===== config.mk =====
export PLATFORM = sky130hd
export DESIGN_NAME = delta_list_task_scheduler
export DESIGN_NICKNAME = d
export VERILOG_FILES = /design/src/hw/rtl/dlts_pkg.sv /design/src/hw/rtl/dlts_ram.sv /design/src/hw/rtl/dlts_cmd_fifo.sv /design/src/hw/rtl/dlts_front.sv /design/src/hw/rtl/dlts_back.sv /design/src/hw/rtl/delta_list_task_scheduler.sv
export SDC_FILE = /design/constraint.sdc
export NUM_CORES = 1
export LEC_CHECK = 0
export BUFFER_PORTS_ARGS = -buffer_cell sky130_fd_sc_hd__buf_4
export CAP_MARGIN = 30
export CORE_UTILIZATION = 40
export DETAILED_ROUTE_END_ITERATION = 10
export SYNTH_ARGS = -nofsm -noshare
export SYNTH_HDL_FRONTEND = slang
export SYNTH_HIERARCHICAL = 1
export SYNTH_SLANG_ARGS = --single-unit
export TNS_END_PERCENT = 50

===== constraint.sdc =====
create_clock -name clk_i -period 4.95 [get_ports clk_i]
set_input_delay 0.2475 -clock clk_i [delete_from_list [all_inputs] [get_ports clk_i]]
set_output_delay 0.2475 -clock clk_i [all_outputs]
set_load 0.05 [all_outputs]

===== src/hw/rtl/dlts_pkg.sv =====
`default_nettype none

package dlts_pkg;

  // command codes as seen on the action field
  typedef enum logic [1:0] {
    OP_ADD  = 2'd0,
    OP_TICK = 2'd1,
    OP_DISP = 2'd2,
    OP_NOP  = 2'd3
  } op_e;

  // status codes of a result beat
  localparam logic [1:0] ST_OK    = 2'd0;
  localparam logic [1:0] ST_FULL  = 2'd1;
  localparam logic [1:0] ST_EMPTY = 2'd2;

  // depth of the command queue between front and back
  localparam int unsigned QDEPTH = 2;

  typedef struct packed {
    logic [1:0]  action;
    logic [7:0]  task_id;
    logic [15:0] first_delay;
    logic [15:0] repeat_period;
  } cmd_t;

  typedef struct packed {
    logic       fired;
    logic [7:0] fired_task;
    logic [1:0] status;
  } rsp_t;

  // classified command as it sits in the queue
  typedef struct packed {
    op_e         op;
    logic [7:0]  id;
    logic [15:0] dly;
    logic [15:0] per;
  } qitem_t;

  typedef struct packed {
    logic full;
    logic empty;
  } qstat_t;

endpackage

`default_nettype wire


===== src/hw/rtl/dlts_ram.sv =====
`default_nettype none

module dlts_ram #(
  parameter int unsigned WIDTH = 8,
  parameter int unsigned DEPTH = 16
) (
  input  wire logic                     clk_i,
  input  wire logic                     we_i,
  input  wire logic [$clog2(DEPTH)-1:0] waddr_i,
  input  wire logic [WIDTH-1:0]         wdata_i,
  input  wire logic [$clog2(DEPTH)-1:0] raddr_i,
  output logic      [WIDTH-1:0]         rdata_o
);

  logic [WIDTH-1:0] mem_q [DEPTH];

  always_ff @(posedge clk_i) begin
    if (we_i) begin
      mem_q[waddr_i] <= wdata_i;
    end
    rdata_o <= mem_q[raddr_i];
  end

endmodule

`default_nettype wire


===== src/hw/rtl/dlts_cmd_fifo.sv =====
`default_nettype none

module dlts_cmd_fifo (
  input  wire logic            clk_i,
  input  wire logic            rst_ni,
  input  wire logic            push_i,
  input  wire dlts_pkg::qitem_t push_item_i,
  input  wire logic            pop_i,
  output dlts_pkg::qitem_t     head_o,
  output dlts_pkg::qstat_t     stat_o
);
  import dlts_pkg::*;

  localparam int unsigned PW = (QDEPTH > 1) ? $clog2(QDEPTH) : 1;
  localparam int unsigned CW = $clog2(QDEPTH + 1);

  qitem_t        slot_q [QDEPTH];
  logic [PW-1:0] wptr_q, rptr_q;
  logic [CW-1:0] cnt_q;

  assign head_o       = slot_q[rptr_q];
  assign stat_o.full  = (cnt_q == CW'(QDEPTH));
  assign stat_o.empty = (cnt_q == '0);

  always_ff @(posedge clk_i) begin
    if (push_i) begin
      slot_q[wptr_q] <= push_item_i;
    end
  end

  always_ff @(posedge clk_i or negedge rst_ni) begin
    if (!rst_ni) begin
      wptr_q <= '0;
      rptr_q <= '0;
      cnt_q  <= '0;
    end else begin
      if (push_i) begin
        wptr_q <= (wptr_q == PW'(QDEPTH - 1)) ? '0 : wptr_q + 1'b1;
      end
      if (pop_i) begin
        rptr_q <= (rptr_q == PW'(QDEPTH - 1)) ? '0 : rptr_q + 1'b1;
      end
      if (push_i && !pop_i) begin
        cnt_q <= cnt_q + 1'b1;
      end else if (!push_i && pop_i) begin
        cnt_q <= cnt_q - 1'b1;
      end
    end
  end

endmodule

`default_nettype wire


===== src/hw/rtl/dlts_front.sv =====
`default_nettype none

module dlts_front (
  input  wire logic             start,
  input  wire dlts_pkg::cmd_t   cmd_i,
  input  wire dlts_pkg::qstat_t qstat_i,
  output logic                  busy,
  output logic                  push_o,
  output dlts_pkg::qitem_t      item_o
);
  import dlts_pkg::*;

  assign busy   = qstat_i.full;
  assign push_o = start && !qstat_i.full;

  always_comb begin
    item_o.id  = cmd_i.task_id;
    item_o.dly = cmd_i.first_delay;
    item_o.per = cmd_i.repeat_period;
    unique case (cmd_i.action)
      OP_ADD:  item_o.op = OP_ADD;
      OP_TICK: item_o.op = OP_TICK;
      OP_DISP: item_o.op = OP_DISP;
      default: item_o.op = OP_NOP;
    endcase
  end

endmodule

`default_nettype wire


===== src/hw/rtl/dlts_back.sv =====
`default_nettype none

module dlts_back #(
  parameter int unsigned MAX_TASKS = 16,
  parameter int unsigned TIME_BITS = 16
) (
  input  wire logic             clk_i,
  input  wire logic             rst_ni,
  input  wire dlts_pkg::qitem_t item_i,
  input  wire dlts_pkg::qstat_t qstat_i,
  output logic                  pop_o,
  output logic                  done_o,
  output dlts_pkg::rsp_t        rsp_o
);
  import dlts_pkg::*;

  localparam int unsigned TB = TIME_BITS;
  localparam int unsigned AW = $clog2(MAX_TASKS);
  localparam int unsigned CW = $clog2(MAX_TASKS + 1);
  localparam int unsigned EW = 2 * TB + 8;

  typedef struct packed {
    logic [TB-1:0] dly;
    logic [TB-1:0] per;
    logic [7:0]    id;
  } ent_t;

  typedef enum logic [3:0] {
    S_IDLE, S_TICK_RD, S_DISP_RD, S_REM_RD, S_REM_WR,
    S_WALK_RD, S_WALK_CMP, S_SH_RD, S_SH_WR, S_WR_NEW
  } state_e;

  state_e        state_q;
  logic [CW-1:0] cnt_q, idx_q, pos_q;
  logic [TB-1:0] before_q, rel_q;
  logic [TB-1:0] ins_dly_q, ins_per_q;
  logic [7:0]    ins_id_q;
  logic          done_q, done_d;
  rsp_t          rsp_q, rsp_d;

  logic          we;
  logic [AW-1:0] waddr, raddr;
  ent_t          wdata, rdata;
  logic [EW-1:0] rdata_raw;
  logic [TB:0]   here;

  assign rdata  = ent_t'(rdata_raw);
  assign here   = {1'b0, before_q} + {1'b0, rdata.dly};
  assign pop_o  = (state_q == S_IDLE) && !qstat_i.empty;
  assign done_o = done_q;
  assign rsp_o  = rsp_q;

  // memory port control per state
  always_comb begin
    we    = 1'b0;
    waddr = '0;
    wdata = rdata;
    raddr = '0;
    unique case (state_q)
      S_TICK_RD: begin
        we        = (rdata.dly != '0);
        wdata.dly = rdata.dly - 1'b1;
      end
      S_REM_RD:  raddr = idx_q[AW-1:0];
      S_REM_WR: begin
        we    = 1'b1;
        waddr = AW'(idx_q - 1'b1);
      end
      S_WALK_RD: raddr = idx_q[AW-1:0];
      S_SH_RD:   raddr = AW'(idx_q - 1'b1);
      S_SH_WR: begin
        we    = 1'b1;
        waddr = idx_q[AW-1:0];
        if (idx_q == pos_q + 1'b1) begin
          wdata.dly = rdata.dly - rel_q;
        end
      end
      S_WR_NEW: begin
        we    = 1'b1;
        waddr = pos_q[AW-1:0];
        wdata = '{dly: rel_q, per: ins_per_q, id: ins_id_q};
      end
      default: ;
    endcase
  end

  // result beat for the next cycle
  always_comb begin
    done_d = 1'b0;
    rsp_d  = rsp_q;
    unique case (state_q)
      S_IDLE: begin
        if (!qstat_i.empty) begin
          done_d = 1'b1;
          rsp_d  = '{fired: 1'b0, fired_task: 8'd0, status: ST_OK};
          unique case (item_i.op)
            OP_ADD: begin
              if (cnt_q == CW'(MAX_TASKS)) begin
                rsp_d.status = ST_FULL;
              end
            end
            OP_DISP: begin
              if (cnt_q == '0) begin
                rsp_d.status = ST_EMPTY;
              end else begin
                done_d = 1'b0;
              end
            end
            default: ;
          endcase
        end
      end
      S_DISP_RD: begin
        done_d = 1'b1;
        rsp_d  = '{fired: 1'b0, fired_task: 8'd0, status: ST_OK};
        if (rdata.dly == '0) begin
          rsp_d.fired      = 1'b1;
          rsp_d.fired_task = rdata.id;
        end
      end
      default: ;
    endcase
  end

  dlts_ram #(
    .WIDTH(EW),
    .DEPTH(MAX_TASKS)
  ) u_ram (
    .clk_i  (clk_i),
    .we_i   (we),
    .waddr_i(waddr),
    .wdata_i(wdata),
    .raddr_i(raddr),
    .rdata_o(rdata_raw)
  );

  always_ff @(posedge clk_i or negedge rst_ni) begin
    if (!rst_ni) begin
      state_q   <= S_IDLE;
      cnt_q     <= '0;
      idx_q     <= '0;
      pos_q     <= '0;
      before_q  <= '0;
      rel_q     <= '0;
      ins_dly_q <= '0;
      ins_per_q <= '0;
      ins_id_q  <= '0;
      done_q    <= 1'b0;
      rsp_q     <= '0;
    end else begin
      done_q <= done_d;
      rsp_q  <= rsp_d;
      unique case (state_q)
        S_IDLE: begin
          if (!qstat_i.empty) begin
            unique case (item_i.op)
              OP_ADD: begin
                if (cnt_q != CW'(MAX_TASKS)) begin
                  ins_id_q  <= item_i.id;
                  ins_dly_q <= TB'(item_i.dly);
                  ins_per_q <= TB'(item_i.per);
                  idx_q     <= '0;
                  before_q  <= '0;
                  state_q   <= S_WALK_RD;
                end
              end
              OP_TICK: begin
                if (cnt_q != '0) begin
                  state_q <= S_TICK_RD;
                end
              end
              OP_DISP: begin
                if (cnt_q != '0) begin
                  state_q <= S_DISP_RD;
                end
              end
              default: ;
            endcase
          end
        end
        S_TICK_RD: state_q <= S_IDLE;
        S_DISP_RD: begin
          if (rdata.dly != '0) begin
            state_q <= S_IDLE;
          end else begin
            ins_id_q  <= rdata.id;
            ins_dly_q <= rdata.per;
            ins_per_q <= rdata.per;
            before_q  <= '0;
            if (cnt_q > CW'(1)) begin
              idx_q   <= CW'(1);
              state_q <= S_REM_RD;
            end else begin
              idx_q   <= '0;
              cnt_q   <= cnt_q - 1'b1;
              state_q <= (rdata.per != '0) ? S_WALK_RD : S_IDLE;
            end
          end
        end
        S_REM_RD: state_q <= S_REM_WR;
        S_REM_WR: begin
          if (idx_q + 1'b1 == cnt_q) begin
            cnt_q   <= cnt_q - 1'b1;
            idx_q   <= '0;
            state_q <= (ins_per_q != '0) ? S_WALK_RD : S_IDLE;
          end else begin
            idx_q   <= idx_q + 1'b1;
            state_q <= S_REM_RD;
          end
        end
        S_WALK_RD: begin
          if (idx_q == cnt_q) begin
            pos_q   <= cnt_q;
            rel_q   <= ins_dly_q - before_q;
            state_q <= S_SH_RD;
          end else begin
            state_q <= S_WALK_CMP;
          end
        end
        S_WALK_CMP: begin
          // insert before the first entry due strictly later
          if (here > {1'b0, ins_dly_q}) begin
            pos_q   <= idx_q;
            rel_q   <= ins_dly_q - before_q;
            idx_q   <= cnt_q;
            state_q <= S_SH_RD;
          end else begin
            before_q <= here[TB-1:0];
            idx_q    <= idx_q + 1'b1;
            state_q  <= S_WALK_RD;
          end
        end
        S_SH_RD: begin
          state_q <= (idx_q == pos_q) ? S_WR_NEW : S_SH_WR;
        end
        S_SH_WR: begin
          idx_q   <= idx_q - 1'b1;
          state_q <= S_SH_RD;
        end
        S_WR_NEW: begin
          cnt_q   <= cnt_q + 1'b1;
          state_q <= S_IDLE;
        end
        default: state_q <= S_IDLE;
      endcase
    end
  end

endmodule

`default_nettype wire


===== src/hw/rtl/delta_list_task_scheduler.sv =====
`default_nettype none

// channel   direction  handshake                      payload
// command   in         start high, busy low           cmd_i  (action, id, delay, period)
// result    out        done_o strobe, one cycle       rsp_o  (fired, fired_task, status)
//
// a no-op or a rejected command is finished in S_IDLE of the back end; a tick
// visits S_TICK_RD and a dispatch that finds the head not due visits S_DISP_RD
// an add walks the list (S_WALK_RD and S_WALK_CMP per entry passed) and shifts
// the tail (S_SH_RD and S_SH_WR per entry moved), then writes the new entry;
// a dispatch that fires also shifts the list down by one (S_REM_RD and S_REM_WR
// per entry) and re-adds a periodic task; every step goes through the single
// ram port pair
// reset empties the list; entries are not cleared, the count guards them
// busy rises while the two-beat command queue is full; results cannot stall

module delta_list_task_scheduler #(
  parameter int unsigned MAX_TASKS = 16,
  parameter int unsigned TIME_BITS = 16
) (
  input  wire logic           clk_i,
  input  wire logic           rst_ni,
  input  wire logic           start,
  output logic                busy,
  input  wire dlts_pkg::cmd_t cmd_i,
  output logic                done_o,
  output dlts_pkg::rsp_t      rsp_o
);
  import dlts_pkg::*;

  qitem_t push_item, head_item;
  qstat_t qstat;
  logic   push, pop;

  // front: accept and classify command beats
  dlts_front u_front (
    .start  (start),
    .cmd_i  (cmd_i),
    .qstat_i(qstat),
    .busy   (busy),
    .push_o (push),
    .item_o (push_item)
  );

  // short queue decoupling accept from execution
  dlts_cmd_fifo u_fifo (
    .clk_i      (clk_i),
    .rst_ni     (rst_ni),
    .push_i     (push),
    .push_item_i(push_item),
    .pop_i      (pop),
    .head_o     (head_item),
    .stat_o     (qstat)
  );

  // back: delta list engine over the entry ram
  dlts_back #(
    .MAX_TASKS(MAX_TASKS),
    .TIME_BITS(TIME_BITS)
  ) u_back (
    .clk_i  (clk_i),
    .rst_ni (rst_ni),
    .item_i (head_item),
    .qstat_i(qstat),
    .pop_o  (pop),
    .done_o (done_o),
    .rsp_o  (rsp_o)
  );

endmodule

`default_nettype wire


Word level (Yosys, flattened, before mapping)
Memories as Yosys holds them, arrays and structs flattened. A register that Yosys moved wholly into a read port is not among the register bits.
Cells that the tools add are included.
{ "word_totals": {"in_bits": 45, "out_inout_bits": 13, "mem_bits_rw": 724, "n_memories": 2, "register_bits": 107, "elab_cells": 176} }
{ "op_classes": {"n_mux": 77, "magnitude_cmp": 2, "n_reduce_logical": 33, "n_addsub": 13, "n_eq_ne": 33} }
{ "mem_list": {"columns": ["name", "words", "word_bits", "rd", "rd_clocked_by_memory_dff", "write_ports", "line_no", "text"], "rows": [
  ["u_back.u_ram.mem_q", 16, 40, 1, 1, 1, "dlts_ram.sv:15", "logic [WIDTH-1:0] mem_q [DEPTH];"],
  ["u_fifo.slot_q", 2, 42, 1, 0, 1, "dlts_cmd_fifo.sv:17", "qitem_t slot_q [QDEPTH];"]
]} }
{ "op_table": {"columns": ["operator", "n"], "rows": [
  ["$mux W16", 15],
  ["$pmux W16 S2", 3],
  ["$pmux W16 S3", 2],
  ["$mux W5", 11],
  ["$reduce_bool A16 Y1", 3],
  ["$mux W8", 4],
  ["$pmux W4 S8", 1],
  ["$sub A16 B16 Y16", 2],
  ["$mux W4", 7],
  ["$pmux W5 S5", 1],
  ["$mux W24", 1],
  ["$pmux W4 S3", 2],
  ["$pmux W11 S2", 1],
  ["$eq A5 B5 Y1", 4],
  ["$add A16 B16 Y17", 1],
  ["$gt A17 B16 Y1", 1],
  ["$eq A4 B3 Y1 const B", 4],
  ["$logic_not A16 Y1", 1],
  ["$pmux W8 S2", 1],
  ["$sub A16 B1 Y16 const B", 1],
  ["$add A5 B1 Y5 const B", 3],
  ["$pmux W5 S3", 1],
  ["$reduce_and A5 Y1", 3],
  ["$mux W1", 13],
  ["other kinds (39)", 72]
]} }

Longest topological paths before layout
Gate-level depths: netlist of run 1.
{ "logic_depth": {"word_depth": 7, "depth_mapped": 19, "depth_no_buf": 17} }

Modules after synthesis
The synthesis of run 1 kept the hierarchy.
{ "by_module_without_submodules": {"columns": ["mod", "instances", "cells_each", "area_per_inst_um2", "seq_area_each_um2"], "rows": [
  ["dlts_ram", 1, 1040, 25131.6, 20019.2],
  ["dlts_back", 1, 1081, 8893.5, 2577.5],
  ["dlts_cmd_fifo", 1, 147, 3419.5, 2622.5],
  ["dlts_front", 1, 44, 329.1, 0.0]
]} }

Worst setup path before layout of run 1
Ideal clock, no wire load.
{ "synth_path": {"path_kind": "reg-to-reg", "from": "register u_back.state_q[2]", "to": "memory u_back/u_ram/mem_q[0][0] (netlist name) (enable)", "n_path_buf": 3, "setup_slack_ns": -0.540, "t_required_ns": 4.463, "arrival_ns": 5.004, "synth_period_minus_slack_ns": 5.490, "path_stages_with_launch": 10, "setup_ns": 0.487, "cell_sequence": "dfrtp_1 -> clkbuf_1 -> inv_1 -> nand2_1 -> nor2_1 -> clkbuf_1 -> buf_1 -> a221o_1 -> or3b_2 -> nor3_1"} }
{ "synth_via": {"word_cells_on_any_way": 9, "cone_classes": "eq/ne: 4; mux: 4; reduce/logical: 1"} }
{ "synth_rtl": {"columns": ["item", "line_no", "text"], "rows": [
  ["start, declared", "dlts_back.sv:33", "state_e state_q;"],
  ["start signal, assigned", "dlts_back.sv:196", "state_q <= (rdata.per != '0) ? S_WALK_RD : S_IDLE;"],
  ["start signal, assigned", "dlts_back.sv:205", "state_q <= (ins_per_q != '0) ? S_WALK_RD : S_IDLE;"],
  ["start signal, assigned", "dlts_back.sv:234", "state_q <= (idx_q == pos_q) ? S_WR_NEW : S_SH_WR;"],
  ["$eq A4 B4 Y1 or $eq A4 B3 Y1 (tied branches)", "dlts_back.sv:59", "unique case (state_q)"],
  ["$pmux W4 S3 *", "dlts_back.sv:59", null],
  ["named net u_back.waddr[2]", "dlts_back.sv:42", "logic [AW-1:0] waddr, raddr;"],
  ["end, declared", "dlts_ram.sv:15", null]
]} }
The timed path passes the listed nets; every way through them passes the cells marked *.

Worst setup path in the final report of run 1
{ "layout_path": {"from": "register u_back.before_q[0]", "to": "register u_back.pos_q[2]"} }
{ "layout_via": {"elab_chain_cells": 4} }
{ "layout_lines": {"columns": ["item", "line_no", "text"], "rows": [
  ["start, declared", "dlts_back.sv:35", "logic [TB-1:0] before_q, rel_q;"],
  ["start signal, assigned", "dlts_back.sv:228", "before_q <= here[TB-1:0];"],
  ["$add A16 B16 Y17", "dlts_back.sv:48", "assign here = {1'b0, before_q} + {1'b0, rdata.dly};"],
  ["$gt A17 B16 Y1", "dlts_back.sv:222", "if (here > {1'b0, ins_dly_q}) begin"],
  ["$ne A2 B1 Y1 (no source line)", null, null],
  ["$reduce_and A3 Y1 (no source line)", null, null],
  ["end signal, assigned", "dlts_back.sv:213", "pos_q <= cnt_q;"],
  ["end signal, assigned", "dlts_back.sv:223", "pos_q <= idx_q;"],
  ["end, declared", "dlts_back.sv:34", "logic [CW-1:0] cnt_q, idx_q, pos_q;"]
]} }
No other way between the ends.
A chain may end at the register's enable or synchronous reset.

==> results of run 1 <==
==> tightest hold or removal path, stage by stage <==
cell           delay (ns)
dlygate4sd3_1        0.53
buf_4                0.17
buf_12               0.22
==> worst max-delay path by stage <==
stage | startpoint | endpoint | slack, ns | cells after the start
floorplan | u_back/state_q[2]$_DFFE_PN0P_ | u_back/u_ram/mem_q[12][0]$_DFFE_PP_ | -0.27 | 9
global placement | u_back/before_q[0]$_DFFE_PN0P_ | u_back/rel_q[3]$_DFFE_PN0P_ | 0.41 | 17
detailed placement | u_back/before_q[0]$_DFFE_PN0P_ | u_back/pos_q[3]$_DFFE_PN0P_ | 0.40 | 17
CTS | u_back/before_q[0]$_DFFE_PN0P_ | u_back/pos_q[3]$_DFFE_PN0P_ | 0.35 | 17
global route | u_back/before_q[0]$_DFFE_PN0P_ | u_back/pos_q[1]$_DFFE_PN0P_ | 0.11 | 17
finish | u_back/before_q[0]$_DFFE_PN0P_ | u_back/pos_q[2]$_DFFE_PN0P_ | 0.46 | 17
==> cells by family after synthesis <==
family                   after synthesis  share of synthesized area [%]
flip-flops                           871                          66.76
AND/OR/NAND/NOR                      420                          5.402
AO/OA/AOI/OAI                        388                          6.870
multiplexers                         255                          13.29
buffers and inverters                233                          3.498
adder cells (fa/ha/maj)               76                          2.577
XOR/XNOR                              69                          1.600
==> cell type report <==
| class | instances | area, µm² |
|---|---|---|
| clock buffer | 123 | 2449 |
| clock inverter | 49 | 556.8 |
| fill | 7986 | 50170 |
| inverter | 74 | 277.8 |
| multi-input combinational | 1208 | 11460 |
| sequential | 871 | 25220 |
| tap | 1254 | 1569 |
| timing repair buffer | 186 | 1773 |
==> sequential cells by signal (all words and copies together) (netlist names) <==
register              flops
u_back/cnt_q              5
u_back/rel_q             16
u_back/before_q          16
u_fifo/rptr_q             1
u_back/rsp_o             11
u_fifo/slot_q            84
u_back/pos_q              5
u_back/state_q            4
u_back/done_o             1
u_fifo/cnt_q              2
u_back/ins_dly_q         16
u_fifo/wptr_q             1
u_back/ins_id_q           8
u_back/ins_per_q         16
u_back/u_ram/rdata_o     40
u_back/idx_q              5
u_back/u_ram/mem_q      640
==> synthesized netlist by cell type, types with 27 or more instances <==
library cell / n
xnor2_1: 37
a21oi_1: 89
xor2_1: 32
mux2_4: 39
o21ai_0: 64
a22oi_1: 84
buf_4: 41
dfxtp_1: 40
mux4_2: 100
nand2_1: 138
inv_1: 74
nor3_1: 34
clkbuf_1: 75
edfxtp_1: 724
nor2_1: 92
mux4_1: 60
mux2_2: 36
dfrtp_1: 107
ha_1: 73
nand3_1: 27
==> power groups by stage <==
stage	clock network, mW	logic (mW)	registers [mW]
floorplan	0	5.60	10.5
global placement	0	7.57	10.9
detailed placement	0	7.83	10.9
CTS	6.93	7.90	10.8
global route	7.20	8.67	10.9
finish	6.79	7.88	10.7
==> per-layer routing <==
layer,global-route usage (%),part of all wire (%),up-vias
li1,-,-,9350
met1,25.56,42,10880
met2,33.84,51,578
met3,2.384,4.4,155
met4,6.251,2.9,0
met5,0,0,-
==> metrics by stage <==
stage	utilization (%)	total power, mW	instance area [µm²]	std cells
2_1_floorplan	-	16.09	37780	2312
3_3_place_gp	42.52	18.43	39740	3540
3_5_place_dp	42.59	18.74	39810	3546
4_1_cts	46.29	25.59	43270	3763
5_1_grt	46.33	26.71	43300	3765
6_report	46.33	25.42	43300	3765
==> timing repair <==
item,in CTS,in global routing
gates resized for setup,0,1
endpoints found under the hold margin,192,0
hold buffers,45,0
setup endpoints to repair,0,7
==> run metrics, run 1 <==
Worst Tran Pin Value=1.069 ns; I/O pin total=58; Vias/cell=5.567; worst-case hold slack=0.1631 ns; post-DP HPWL=55,880 µm; Synth area leaders=edfxtp_1, dfrtp_1, mux4_2, mux4_1, ha_1; placeable core area=93,470 µm²; Switch Pwr=8.556 mW; number of flops mapped to enable cells by yosys=724; WL/cell=24.35 µm; CTS Buffer Depth=3; RSZ-0062 raised after global routing=no; required time of the critical path=5.47 ns; max-slew violation count=0; WS Path Type=reg -> reg; first-pass GRT wire length=138,300 µm; internal power=16.87 mW; initial cell density of the core=40.41%; CTS tree=yes; Routed Antenna Nets=0; worst skew pair latency=0.68 ns; post-place setup slack=0.4042 ns; Die W=309.3 µm; worst r2r dst=u_back/pos_q[2]$_DFFE_PN0P_; final WL=91,670 µm; R2R setup slack=0.46 ns; largest net degree at the start of global routing=59; cell taking the most area after synthesis=edfxtp_1; Max-slew headroom=28.56%; Post-Syn Nets=2,433; layout cells sized above 1=19.71%; initial antenna violation count=0; Final Hold Vio Count=0; Max-cap violations=0; clock sinks=871; Critical Path Fanout Max=21; syn avg cell area=16.34 µm²; Register-to-Register Path Depth=17; total number of vias=20,960; CP Cell Sequence=ha_1 > fa_1 > a211oi_1 > o21ai_0 > a311oi_2 > o21bai_1 > a21oi_1 > xnor2_1 > ha_1 > nand2_1 > nor2_1 > a41oi_1 > o22ai_1 > nand2_1 > a21oi_2 > buf_12 > mux2_2; Yosys warning count=6; Max Clk Rate=222.8 MHz; most frequent cells in the layout=edfxtp_1, nand2_1, buf_4, dfrtp_1, mux4_2; # nets final=2,554; root buffer cell=clkbuf_16; Post-Syn Area=37,770 µm²; Yosys reg bits=871; Unique masters post-synth=81; grt total ovfl=0; Clk pwr share=26.7%; outcome=complete, no violations; top-area cell type share of the netlist area=57.56%; total CTS buffers=92; routability cong.=0.8487; worst r2r src=u_back/before_q[0]$_DFFE_PN0P_; Logic pwr share=31.0%; PnR worst setup slack=0.4621 ns; row cnt=112; async set-or-reset flop fraction in the synthesized netlist=12.28%; sw frac=33.65%; Die ar.=95,670 µm²; Critical Path AT=5.01 ns; Remaining DRCs=0; delay-heaviest family, CP=compound AO/OA/AOI/OAI gates; Total GRT Usage=19.53%; Synth Instances=2,312; Slowest-stage cell, CP=fa_1; P_leak=15.14 nW; Worst-path clk slew=0.06 ns; Power per Cell Area=587.1 nW/µm²; Flop pwr share=42.3%; Post-CTS Setup Repair Bufs=0; final setup fails=0; n_diodes=0; Seq/Total Area, Yosys=66.76%; Area Overhead vs Synth=14.63%; number of buffers and inverters on the critical path=1; Top FF cell, synth=edfxtp_1; worst min-delay path category=in -> async; First-pass DRT Iterations=5; Final TNS setup=0 ns; Clock H-tree levels=3; Worst setup SP type=flip-flop; CP endpoint kind=flip-flop; skew final=0.04004 ns; vias in the first global route=21,810; maximum vdd drop=0.3193 mV; Final Cycle Share=90.66%; count of port buffers added during placement=57; CP peak stage delay=0.43 ns; drt initial violations=1,898; clock period minus worst slack=4.488 ns; Die H=309.3 µm; commonest non-fill, non-tap cell in the layout=edfxtp_1
(Power assumes the default switching activity.)
==> run 2, diff against run 1 <==
REMOVE_ABC_BUFFERS = 1   (was not set)
==> run 2 against run 1 <==
Compared with the run above:
- fmax is 0.75% higher
- clock-buffer cell count is 3 lower
- sequential power hardly changed
- utilization is 0.26 points higher
- die area stayed put
- combinational power is 0.8% higher
- first-iteration DRC count is 3.3% lower
- wire length is 3.3% higher
- worst setup slack better by 0.033 ns
- via count is 1.4% higher
- critical path type unchanged
- highest routed layer unchanged
==> run metrics, run 2 (synthesized netlist as in run 1, its figures left out) <==
total number of vias=21,240; Switch Pwr=8.591 mW; internal power=17.23 mW; outcome=complete, no violations; RSZ-0062 raised after global routing=no; WS Path Type=reg -> reg; Slowest-stage cell, CP=fa_1; Logic pwr share=30.7%; Max-slew headroom=29.25%; placeable core area=93,470 µm²; required time of the critical path=5.48 ns; most frequent cells in the layout=edfxtp_1, nand2_1, buf_4, dfrtp_1, mux4_2; number of buffers and inverters on the critical path=2; grt total ovfl=0; CP peak stage delay=0.44 ns; Vias/cell=5.635; sw frac=33.27%; routability cong.=0.8432; CP Cell Sequence=ha_1 > fa_1 > a211oi_1 > o21ai_0 > a311oi_1 > buf_4 > o21bai_1 > a21oi_1 > xnor2_1 > ha_1 > nand2_1 > nor2_1 > a41oi_1 > o22ai_1 > nand2_1 > a21oi_2 > buf_12 > mux2_2; Final TNS setup=0 ns; Worst Tran Pin Value=1.060 ns; Clk pwr share=27.8%; WL/cell=25.12 µm; n_diodes=0; Worst-path clk slew=0.06 ns; layout cells sized above 1=20.55%; Post-CTS Setup Repair Bufs=0; cts repair resizes=0; Max-cap violations=0; skew final=0.02544 ns; count of port buffers added during placement=57; Total GRT Usage=20.12%; Die ar.=95,670 µm²; clock period minus worst slack=4.454 ns; largest net degree at the start of global routing=61; Final Cycle Share=89.99%; Max Clk Rate=224.5 MHz; Non-Filler Instances=3,770; maximum vdd drop=0.3137 mV; root buffer cell=clkbuf_16; register area=25,220 µm²; Remaining DRCs=0; commonest non-fill, non-tap cell in the layout=edfxtp_1; first-pass GRT wire length=141,600 µm; Power per Cell Area=593.1 nW/µm²; total CTS buffers=91; # nets final=2,558; post-DP HPWL=57,460 µm; Hold Buf Count CTS=44; Worst setup SP type=flip-flop; Flop pwr share=41.5%; delay-heaviest family, CP=compound AO/OA/AOI/OAI gates; Die W=309.3 µm; initial cell density of the core=40.41%; vias in the first global route=22,020; CP endpoint kind=flip-flop; max-slew violation count=0; Cells after DPL=3,552; row cnt=112; Critical Path Fanout Max=21; max reg flops=640; worst skew pair latency=0.66 ns; Clock H-tree levels=3; CTS Buffer Depth=3; final WL=94,720 µm; Die H=309.3 µm; multi-input logic area=11,440 µm²; CTS tree=yes; First-pass DRT Iterations=5; Routed Antenna Nets=0; clock sinks=871; Largest regs=u_back/u_ram/mem_q (640), u_fifo/slot_q (84), u_back/u_ram/rdata_o (40); Final Hold Vio Count=0; final setup fails=0; worst min-delay path category=in -> async; P_leak=15.29 nW; Largest Register=u_back/u_ram/mem_q; Power Total=25.82 mW; I/O pin total=58; initial antenna violation count=0; Critical Path AT=4.98 ns; Area Overhead vs Synth=15.27%; drt initial violations=1,836; Fillers=7,965
==> run 2: changes by cell type in the layout (fill, tap and decap cells not counted), sizes merged <==
cell,before,now
bufinv,7,13
buf,141,147
inv,76,77
dlygate4sd3,45,44
clkbuf,123,120
clkinv,37,33
==> run 2: routing by layer <==
layer | routed length [µm] | up-vias | share of wire (%) | GRT usage [%]
met5 | 0 | - | 0 | 0
met1 | 42140 | 11020 | 44 | 28.34
met3 | 5286 | 145 | 5.6 | 2.835
met4 | 2354 | 0 | 2.5 | 6.148
met2 | 44940 | 728 | 47 | 32.43
li1 | - | 9351 | - | -
==> run 2: final timing paths <==
check                                                     start                              end  slack (ns)  depth (start not counted)
worst max-delay path             u_back/before_q[0]$_DFFE_PN0P_      u_back/pos_q[2]$_DFFE_PN0P_        0.50                         18
worst min-delay path                                     rst_ni      u_back/cnt_q[0]$_DFFE_PN0P_        0.15                          2
worst max register to register   u_back/before_q[0]$_DFFE_PN0P_      u_back/pos_q[2]$_DFFE_PN0P_        0.50                         18
worst min register to register  u_back/u_ram/rdata_o[3]$_DFF_P_   u_back/ins_id_q[3]$_DFFE_PN0P_        0.48                          2
max in group asynchronous                                rst_ni  u_back/ins_dly_q[8]$_DFFE_PN0P_        3.50                          4
min in group clk_i                                    cmd_i[36]   u_fifo/slot_q[1][36]$_DFFE_PP_        0.32                          2
==> run 2: final cells by class <==
cell class                 instances  area share (%)
inverter                          74          0.6379
clock inverter                    52           1.626
tap                             1254           3.603
clock buffer                     120           5.710
multi-input combinational       1208           26.27
sequential                       871           57.92
timing repair buffer             191           4.233
==> run 2: stage by stage <==
step	instance area (µm²)	setup slack [ns]	hold WS [ns]	util, %
5_1_grt	43540	0.1229	0.1655	46.59
6_report	43540	0.4955	0.1503	46.59
3_5_place_dp	39890	0.5541	0.2484	42.68
4_1_cts	43520	0.5354	0.1264	46.57
2_1_floorplan	36730	-8.375	-0.04809	-
3_3_place_gp	39840	0.5933	0.4327	42.62
==> run 2: power groups by stage <==
stage | Clock, mW | Sequential [mW] | Combinational, mW
6_report | 7.17 | 10.7 | 7.94
5_1_grt | 7.58 | 10.8 | 8.72
4_1_cts | 7.31 | 10.7 | 7.89
3_5_place_dp | 0 | 10.9 | 7.82
3_3_place_gp | 0 | 10.8 | 7.57
2_1_floorplan | 0 | 10.6 | 5.40
==> run 3, diff against run 2 <==
GPL_ROUTABILITY_DRIVEN = 0   (was not set)
PLACE_DENSITY_LB_ADDON = 0.3   (was not set)
clock period = 4.35 ns   (was 4.95 ns; I/O delays follow)
==> run 3 against run 2 <==
Compared with the run above:
- cell count rose by 0.45%
- clock-buffer cell count fell by 13
- total power up 13%
- fmax up 8.3%
- sequential share of layout area about the same
- combinational power increased by 17%
- clock skew increased by 0.030 ns
- via count grew 0.90%
- sequential cell count stayed put
- die area did not move
- global-route usage fell by 0.46 points
- critical path type unchanged
- largest cell class unchanged
==> run metrics, run 3 (synthesized netlist as in run 1, its figures left out) <==
Vias/cell=5.660; post-place setup slack=-0.07092 ns; clock sinks=871; count of port buffers added during placement=57; First-pass DRT Iterations=7; Max Clk Rate=243.2 MHz; delay-heaviest family, CP=compound AO/OA/AOI/OAI gates; most frequent cells in the layout=edfxtp_1, buf_4, nand2_1, dfrtp_1, mux4_2; outcome=complete, no violations; required time of the critical path=4.86 ns; CP endpoint kind=flip-flop; internal power=19.48 mW; max reg flops=640; final WL=92,880 µm; # nets final=2,578; Max-cap violations=0; initial cell density of the core=40.41%; Die H=309.3 µm; Flop pwr share=41.4%; Worst-path clk slew=0.06 ns; clock period minus worst slack=4.112 ns; Critical Path Fanout Max=16; Cells after DPL=3,572; Critical Path AT=4.62 ns; total CTS buffers=90; met3 routed wirelength=5240 µm; layout cells sized above 1=21.20%; Total GRT Usage=19.65%; n_diodes=0; Detail Route met2 WL=44,540 µm; drt initial violations=2,227; row cnt=112; vias in the first global route=21,720; commonest non-fill, non-tap cell in the layout=edfxtp_1; highest routed layer=met4; Clk pwr share=26.8%; Die W=309.3 µm; Remaining DRCs=0; Worst Tran Pin Value=1.110 ns; initial antenna violation count=0; Logic pwr share=31.8%; Die ar.=95,670 µm²; register area=25,220 µm²; CP Cell Sequence=ha_1 > fa_2 > a211oi_4 > o21ai_2 > a311oi_2 > o21bai_1 > a21oi_1 > xnor2_1 > ha_1 > nand2_1 > nor2_1 > a41oi_1 > o22ai_2 > nand2_1 > a21oi_2 > buf_12 > mux2_2; Final TNS setup=0 ns; max-slew violation count=0; Largest Register=u_back/u_ram/mem_q; final setup fails=0; Area Overhead vs Synth=15.34%; Routed Antenna Nets=0; CP peak stage delay=0.40 ns; Fillers=7,921; Power per Cell Area=671.7 nW/µm²; Final Hold Vio Count=0; Largest regs=u_back/u_ram/mem_q (640), u_fifo/slot_q (84), u_back/u_ram/rdata_o (40); sw frac=33.43%; post-DP HPWL=57,210 µm; total number of vias=21,440; Worst setup SP type=flip-flop; Non-Filler Instances=3,787; CTS Buffer Depth=3; P_leak=15.32 nW; grt total ovfl=0; M1 WL=40,810 µm; PnR worst setup slack=0.2380 ns; first-pass GRT wire length=139,200 µm; multi-input logic area=11,490 µm²; Max-slew headroom=25.86%; placeable core area=93,470 µm²; CTS tree=yes; root buffer cell=clkbuf_16; skew final=0.05546 ns; Slowest-stage cell, CP=dfrtp_1; worst skew pair latency=0.67 ns; Switch Pwr=9.784 mW; largest net degree at the start of global routing=55; worst min-delay path category=in -> async; WS Path Type=reg -> reg; WL/cell=24.53 µm; Clock H-tree levels=3; number of buffers and inverters on the critical path=1; maximum vdd drop=0.3696 mV; Final Cycle Share=94.53%; I/O pin total=58
==> run 3: cell count changes in the layout (fill, tap and decap cells not counted), sizes merged <==
cell / previous run / this run
buf: 147 / 167
bufinv: 13 / 12
clkbuf: 120 / 108
clkinv: 33 / 43
clkinvlp: 3 / 4
inv: 77 / 76
==> run 3: metrics by stage <==
step / instance area (µm²) / hold WS, ns / power, mW / utilization (%)
CTS: 43500 / 0.1884 / 29.26 / 46.54
global placement: 39960 / 0.2915 / 21.00 / 42.75
detailed placement: 40000 / 0.2957 / 21.34 / 42.79
global route: 43570 / 0.2325 / 30.70 / 46.61
floorplan: 36730 / -0.07809 / 18.25 / -
finish: 43570 / 0.1784 / 29.27 / 46.61
==> run 3: final cells by class <==
class	count	share of cell area, %
Inverter	74	0.6375
Clock buffer	107	5.362
Timing Repair Buffer	212	4.494
Tap cell	1254	3.601
Multi-Input combinational cell	1208	26.37
Clock inverter	61	1.646
Sequential cell	871	57.89
==> run 3: what timing repair did <==
action	in CTS	in global routing
setup buffers	0	0
pin swaps	0	4
gates resized for setup	2	9
hold endpoints to repair	132	0
setup endpoints to repair	23	41
cloned	0	0
hold buffers	44	0
==> run 3: path summary, 6_finish.rpt <==
| kind | slack [ns] | start | cells past startpoint | to |
|---|---|---|---|---|
| worst min-delay path | 0.18 | rst_ni | 2 | u_back/state_q[2]$_DFFE_PN0P_ |
| worst max-delay path | 0.24 | u_back/before_q[0]$_DFFE_PN0P_ | 17 | u_back/pos_q[3]$_DFFE_PN0P_ |
| max in group asynchronous | 3.16 | rst_ni | 3 | u_fifo/rptr_q$_DFFE_PN0P_ |
| worst max register to register | 0.24 | u_back/before_q[0]$_DFFE_PN0P_ | 17 | u_back/pos_q[3]$_DFFE_PN0P_ |
| min in group clk_i | 0.28 | cmd_i[27] | 2 | u_fifo/slot_q[0][27]$_DFFE_PP_ |
| worst min register to register | 0.49 | u_back/u_ram/rdata_o[0]$_DFF_P_ | 2 | u_back/ins_id_q[0]$_DFFE_PN0P_ |
==> run 3: metal layers <==
metal	vias to the layer above	GRT usage (%)
met3	145	2.972
met5	-	0
met2	770	31.73
met4	0	5.607
li1	9378	-
met1	11140	27.65
==> run 3: worst reg2reg max path: cells and delay by family, from the launching register on <==
family | cells | cell delay, ns
muxes | 1 | 0.35
and+or+nand+nor | 3 | 0.36
AOI/OAI and AO/OA | 8 | 1.59
buffers and inverters | 1 | 0.18
adders and majority gates | 3 | 0.98
xor gates and xnor gates | 1 | 0.12
DFF | 1 | 0.40
==> run 3: power by group through the flow <==
stage	Combinational, mW	Sequential (mW)	Clock (mW)
floorplan	6.14	12.1	0
global placement	8.77	12.2	0
detailed placement	9.06	12.3	0
CTS	9.16	12.1	7.99
global route	10.2	12.2	8.30
finish	9.31	12.1	7.84
